**config.mk**
```make
export PLATFORM = sky130hd
export DESIGN_NAME = ppu_ram
export DESIGN_NICKNAME = d
export VERILOG_FILES = /design/src/hw/rtl/ppu_ram.sv
export SDC_FILE = /design/constraint.sdc
export NUM_CORES = 1
export LEC_CHECK = 0
export BUFFER_PORTS_ARGS = -buffer_cell sky130_fd_sc_hd__buf_2
export CORE_MARGIN = 4
export CORE_UTILIZATION = 40
export DETAILED_ROUTE_END_ITERATION = 10
export SYNTH_ARGS = -nofsm -noshare
export SYNTH_HDL_FRONTEND = slang
export SYNTH_SLANG_ARGS = --single-unit
```
**constraint.sdc**
```tcl
create_clock -name clk -period 2.8 [get_ports clk]
set_input_delay 0.56 -clock clk [delete_from_list [all_inputs] [get_ports clk]]
set_output_delay 0.56 -clock clk [all_outputs]
set_load 0.01 [all_outputs]
```
**src/hw/rtl/ppu_ram.sv**
```systemverilog
// ----------------------------------------------------------------------------
// ppu_ram
// generic single port ram with registered read
// ----------------------------------------------------------------------------
module ppu_ram #(
  parameter int Width = 8,
  parameter int Depth = 64
) (
  input  logic                     clk,
  input  logic                     we,
  input  logic [$clog2(Depth)-1:0] addr,
  input  logic [Width-1:0]         wdata,
  output logic [Width-1:0]         rdata
);
  logic [Width-1:0] mem [Depth];
  always_ff @(posedge clk) begin
    if (we) begin
      mem[addr] <= wdata;
    end
    rdata <= mem[addr];
  end
endmodule

```
; Yosys cells after proc, flatten, opt, wreduce, memory -nomap -nowiden
; Memories as Yosys holds them, arrays and structs flattened. A register that Yosys moved wholly into a read port is not among the register bits.
; Cells that the tools add are included.
; W data, S select, Z words.
[classes]
muxes = 2
[op_table]
columns = cell, count
row1 = $mux W1, 2
[word_totals]
out_inout_bits = 8
memories = 1
regBits = 0
ram_bits = 512
in_bits = 16
[mem_list]
columns = memory, words, width, read_ports, rd_clocked_by_memory_dff, wr, line
row1 = mem, 64, 8, 1, 1, 1, 15  ; logic [Width-1:0] mem [Depth];

; Depth between registers and ports, before layout
[depth]
word_depth = 2
ltp_mapped = 10

; Least setup slack after synthesis
; No wires, ideal clock.
[synth_path]
kind = input port to flip-flop
from = input addr[1]
to = memory mem[13][0] (enable)
required_time_ns = 2.430
setup_ns = 0.370
arrival_time_ns = 2.288
stages = 7
slack_ns = 0.141
path_cell_list = buf_6 -> buf_6 -> nor2b_1 -> clkbuf_1 -> clkbuf_1 -> nand3_1 -> nor2_1
[synth_lines]
columns = item, line
row1 = start: declaration, 11  ; input logic [$clog2(Depth)-1:0] addr,
row2 = end: declaration, 15
; Straight into the memory's write port.

==> flow_results.xml <==
<?xml version="1.0" encoding="UTF-8"?>
<metrics>
  <group name="route">
    <metric name="post_drt_via_cell_ratio" unit="">5.67</metric>
    <metric name="finalWirelength" unit="mm">54.5</metric>
    <metric name="route.detailed.wl_per_inst" unit="um">26.2</metric>
    <metric name="via_count" unit="">11800</metric>
    <metric name="first_pass_iteration_count_of_the_detailed_router" unit="">5</metric>
    <metric name="route.antenna.remaining_nets" unit="">0</metric>
    <metric name="detailedRoute.firstIterationViolations" unit="">1146</metric>
    <metric name="remaining_drc_errors" unit="">0</metric>
  </group>
  <group name="logic_synthesis">
    <metric name="syn-mean-instance-area" unit="um^2">17.5</metric>
    <metric name="synthDistinctLibCells" unit="">56</metric>
    <metric name="syn_inst" unit="">1171</metric>
    <metric name="synth_area" unit="um^2">20400</metric>
    <metric name="synthDominantCellAreaShare" unit="%">75.2</metric>
    <metric name="synth.top_cells.by_area" unit="">edfxtp_1 75%, mux4_2 4.5%, mux2i_1 3.1%</metric>
    <metric name="ys.warnings.count" unit="">0</metric>
    <metric name="syn-num-nets" unit="">1187</metric>
    <metric name="ys_ff_latch" unit="">520</metric>
    <metric name="synth-edff-count" unit="">512</metric>
    <metric name="postSynth.topFlopCell" unit="">edfxtp_1</metric>
    <metric name="async_flop_share" unit="%">0</metric>
    <metric name="netlist.top_cell.by_area" unit="">edfxtp_1</metric>
    <metric name="yosysSeqAreaShare" unit="%">76.0</metric>
  </group>
  <group name="timing">
    <metric name="worst_slew_pin_slew" unit="ps">1040</metric>
    <metric name="achievable_clock_frequency" unit="MHz">419</metric>
    <metric name="final-setup-viol-count" unit="">0</metric>
    <metric name="finalClockSkew" unit="ps">29.4</metric>
    <metric name="final.period_utilization" unit="%">85.2</metric>
    <metric name="final-hold-violation-count" unit="">0</metric>
    <metric name="post-route-min-period" unit="ps">2390</metric>
    <metric name="worst_slew_margin_rel" unit="%">29.9</metric>
    <metric name="setup_total_negative_slack" unit="ps">0</metric>
    <metric name="rsz_0062_raised_after_global_routing" unit="">no</metric>
    <metric name="timing_max_transition_violations_final" unit="">0</metric>
  </group>
  <group name="place">
    <metric name="gpl.final_weighted_congestion" unit="">0.863</metric>
    <metric name="buffer_ports.inserted" unit="">23</metric>
    <metric name="placed_area" unit="um^2">22700</metric>
    <metric name="dp_hpwl" unit="mm">36.1</metric>
  </group>
  <group name="setup_path">
    <metric name="crit_arrival" unit="ps">2920</metric>
    <metric name="r2r-start" unit="">mem[4][1]</metric>
    <metric name="timing.reg2reg.worst_path_depth" unit="">6</metric>
    <metric name="timing_worst_setup_path_type" unit="">input port to register</metric>
    <metric name="data_required_time_of_the_critical_path" unit="ps">3340</metric>
    <metric name="cp-start-kind" unit="">input port</metric>
    <metric name="critPathMaxFanout" unit="">12</metric>
    <metric name="end_kind" unit="">register</metric>
    <metric name="regToRegSetupSlack" unit="ps">440</metric>
    <metric name="r2r-end" unit="">rdata[1]</metric>
  </group>
  <group name="floorplan">
    <metric name="die_height" unit="um">234</metric>
    <metric name="placementRows" unit="">82</metric>
    <metric name="core_region_area" unit="um^2">50400</metric>
    <metric name="die-width" unit="um">234</metric>
    <metric name="dieArea" unit="um^2">54800</metric>
    <metric name="initial_utilization" unit="%">40.6</metric>
    <metric name="num_io_pins" unit="">24</metric>
  </group>
  <group name="cts">
    <metric name="clock_latency" unit="ps">600</metric>
    <metric name="clk_pin_slew_worst_paths" unit="ps">60</metric>
    <metric name="cts_hold_repair.buffers" unit="">0</metric>
    <metric name="cts_tree" unit="">built</metric>
    <metric name="max-clock-path-buffers" unit="">3</metric>
    <metric name="cts.sink_count" unit="">520</metric>
    <metric name="cts-buffers-inserted" unit="">53</metric>
    <metric name="post_cts_resized" unit="">0</metric>
    <metric name="root_buffer" unit="">clkbuf_16</metric>
    <metric name="cts_max_level" unit="">2</metric>
    <metric name="post-cts-setup-buffer-count" unit="">0</metric>
  </group>
  <group name="power">
    <metric name="power.density" unit="nW/um^2">677</metric>
    <metric name="worst_ir_drop_vdd" unit="mV">0.442</metric>
    <metric name="power.static_leakage" unit="nW">8.19</metric>
  </group>
  <group name="final_layout">
    <metric name="drive_gt1_share" unit="%">25.0</metric>
    <metric name="finish.net_count" unit="">1383</metric>
    <metric name="mostFrequentLayoutCell" unit="">edfxtp_1</metric>
    <metric name="layout_common_cells" unit="">512 x edfxtp_1, 185 x buf_4, 81 x nor2_1</metric>
    <metric name="final_area" unit="um^2">24400</metric>
    <metric name="count_of_antenna_diodes_in_the_layout" unit="">0</metric>
    <metric name="fill_cells" unit="">4211</metric>
    <metric name="synthToLayoutAreaGrowth" unit="%">19.3</metric>
  </group>
  <group name="status">
    <metric name="outcome" unit="">finished, final reports clean</metric>
  </group>
  <group name="hold_path">
    <metric name="min_path_cells" unit="">1</metric>
    <metric name="hold_path_end" unit="">mem[56][6]</metric>
    <metric name="hold_path_startpoint" unit="">wdata[6]</metric>
    <metric name="hold_path.class" unit="">input port to register</metric>
  </group>
  <group name="global_routing">
    <metric name="grt_util_all_layers" unit="%">20.1</metric>
    <metric name="antenna_found_initial" unit="">1</metric>
    <metric name="first_global_vias" unit="">11900</metric>
    <metric name="overflow" unit="">0</metric>
    <metric name="grt_max_degree" unit="">65</metric>
    <metric name="global_route_wire_length_before_repair" unit="mm">80.3</metric>
  </group>
  <group name="run">
    <metric name="number_of_maximum_capacitance_constraint_violations" unit="">0</metric>
  </group>
</metrics>
-- final cells by class --
class | count | area (um^2) | share of cell area, %
inverters | 3 | 11.3 | 0.0462
repair buffers | 222 | 1820 | 7.46
well taps | 672 | 841 | 3.45
multi-input cells | 567 | 4510 | 18.5
clock buffers | 63 | 1410 | 5.77
clock inverters | 35 | 265 | 1.09
flip-flops and latches | 520 | 15500 | 63.7
-- stage by stage --
stage | cells | utilization (%) | setup WS [ps] | hold WS, ps | total power, W
final | 2082 | 48.4 | 413 | 437 | 0.0165
after global routing | 2082 | 48.4 | 389 | 426 | 0.0170
after CTS | 2082 | 48.4 | 413 | 414 | 0.0166
after detailed placement | 1984 | 45.1 | -211 | 718 | 0.00983
after global placement | 1984 | 45.1 | -119 | 697 | 0.00982
after floorplan | 1171 | - | 141 | 563 | 0.00927
-- how the worst max path moves through the flow --
stage                     cells after the start          to     from
after floorplan                               7  mem[13][0]  addr[1]
after global placement                        7    rdata[1]  addr[1]
after detailed placement                      7    rdata[1]  addr[1]
after CTS                                     7    rdata[1]  addr[1]
after global routing                          7    rdata[1]  addr[1]
final                                         7    rdata[1]  addr[1]
-- report_power, final --
part           switching, W  total [W]  internal [W]  leakage, nW
Clock               0.00291    0.00685       0.00393        0.825
Sequential        0.0000312    0.00865       0.00862         4.67
Combinational      0.000636    0.00102      0.000388         2.69
-- worst max-delay path, cell delays in order --
cell and delay [ps]:
buf_4 210, buf_4 210, nor2b_1 430, a22oi_1 170, and3_1 200, o311ai_0 880, or4_1 240
-- routing by layer --
| metal | GRT usage, % | vias to the layer above | routed length (um) | part of all wire, % |
|---|---|---|---|---|
| li1 | - | 5148 | - | - |
| met1 | 28.0 | 6074 | 22900 | 42 |
| met2 | 32.0 | 482 | 25700 | 47 |
| met3 | 4.36 | 95 | 4380 | 8.0 |
| met4 | 5.90 | 2 | 1530 | 2.8 |
| met5 | 0 | - | 11 | 0.020 |
-- flip-flops by register name, indices dropped and copies added (netlist names) --
name / cells
mem: 512
rdata: 8
-- Yosys cell counts, types with 8 or more instances --
master	number
edfxtp_1	512
nor2_1	82
mux2i_1	63
nand2_1	45
mux4_2	41
a22oi_1	40
clkbuf_1	36
buf_2	30
a21oi_1	28
nand2b_1	24
o22ai_1	22
a221oi_1	21
a31oi_1	15
nand3b_1	12
a221o_1	11
o22a_1	11
a22o_1	10
and2_1	9
and3_1	9
o21ai_0	9
o221ai_1	9
dfxtp_1	8
nand3_1	8
nor2b_1	8
-- kinds of logic after synthesis --
| logic type | synth area share, % |
|---|---|
| buffers and inverters | 1.98 |
| muxes | 8.26 |
| DFF | 76.0 |
| and+or+nand+nor | 5.71 |
| AOI/OAI and AO/OA | 8.08 |
No activity file was read; power rests on OpenSTA's default activity.
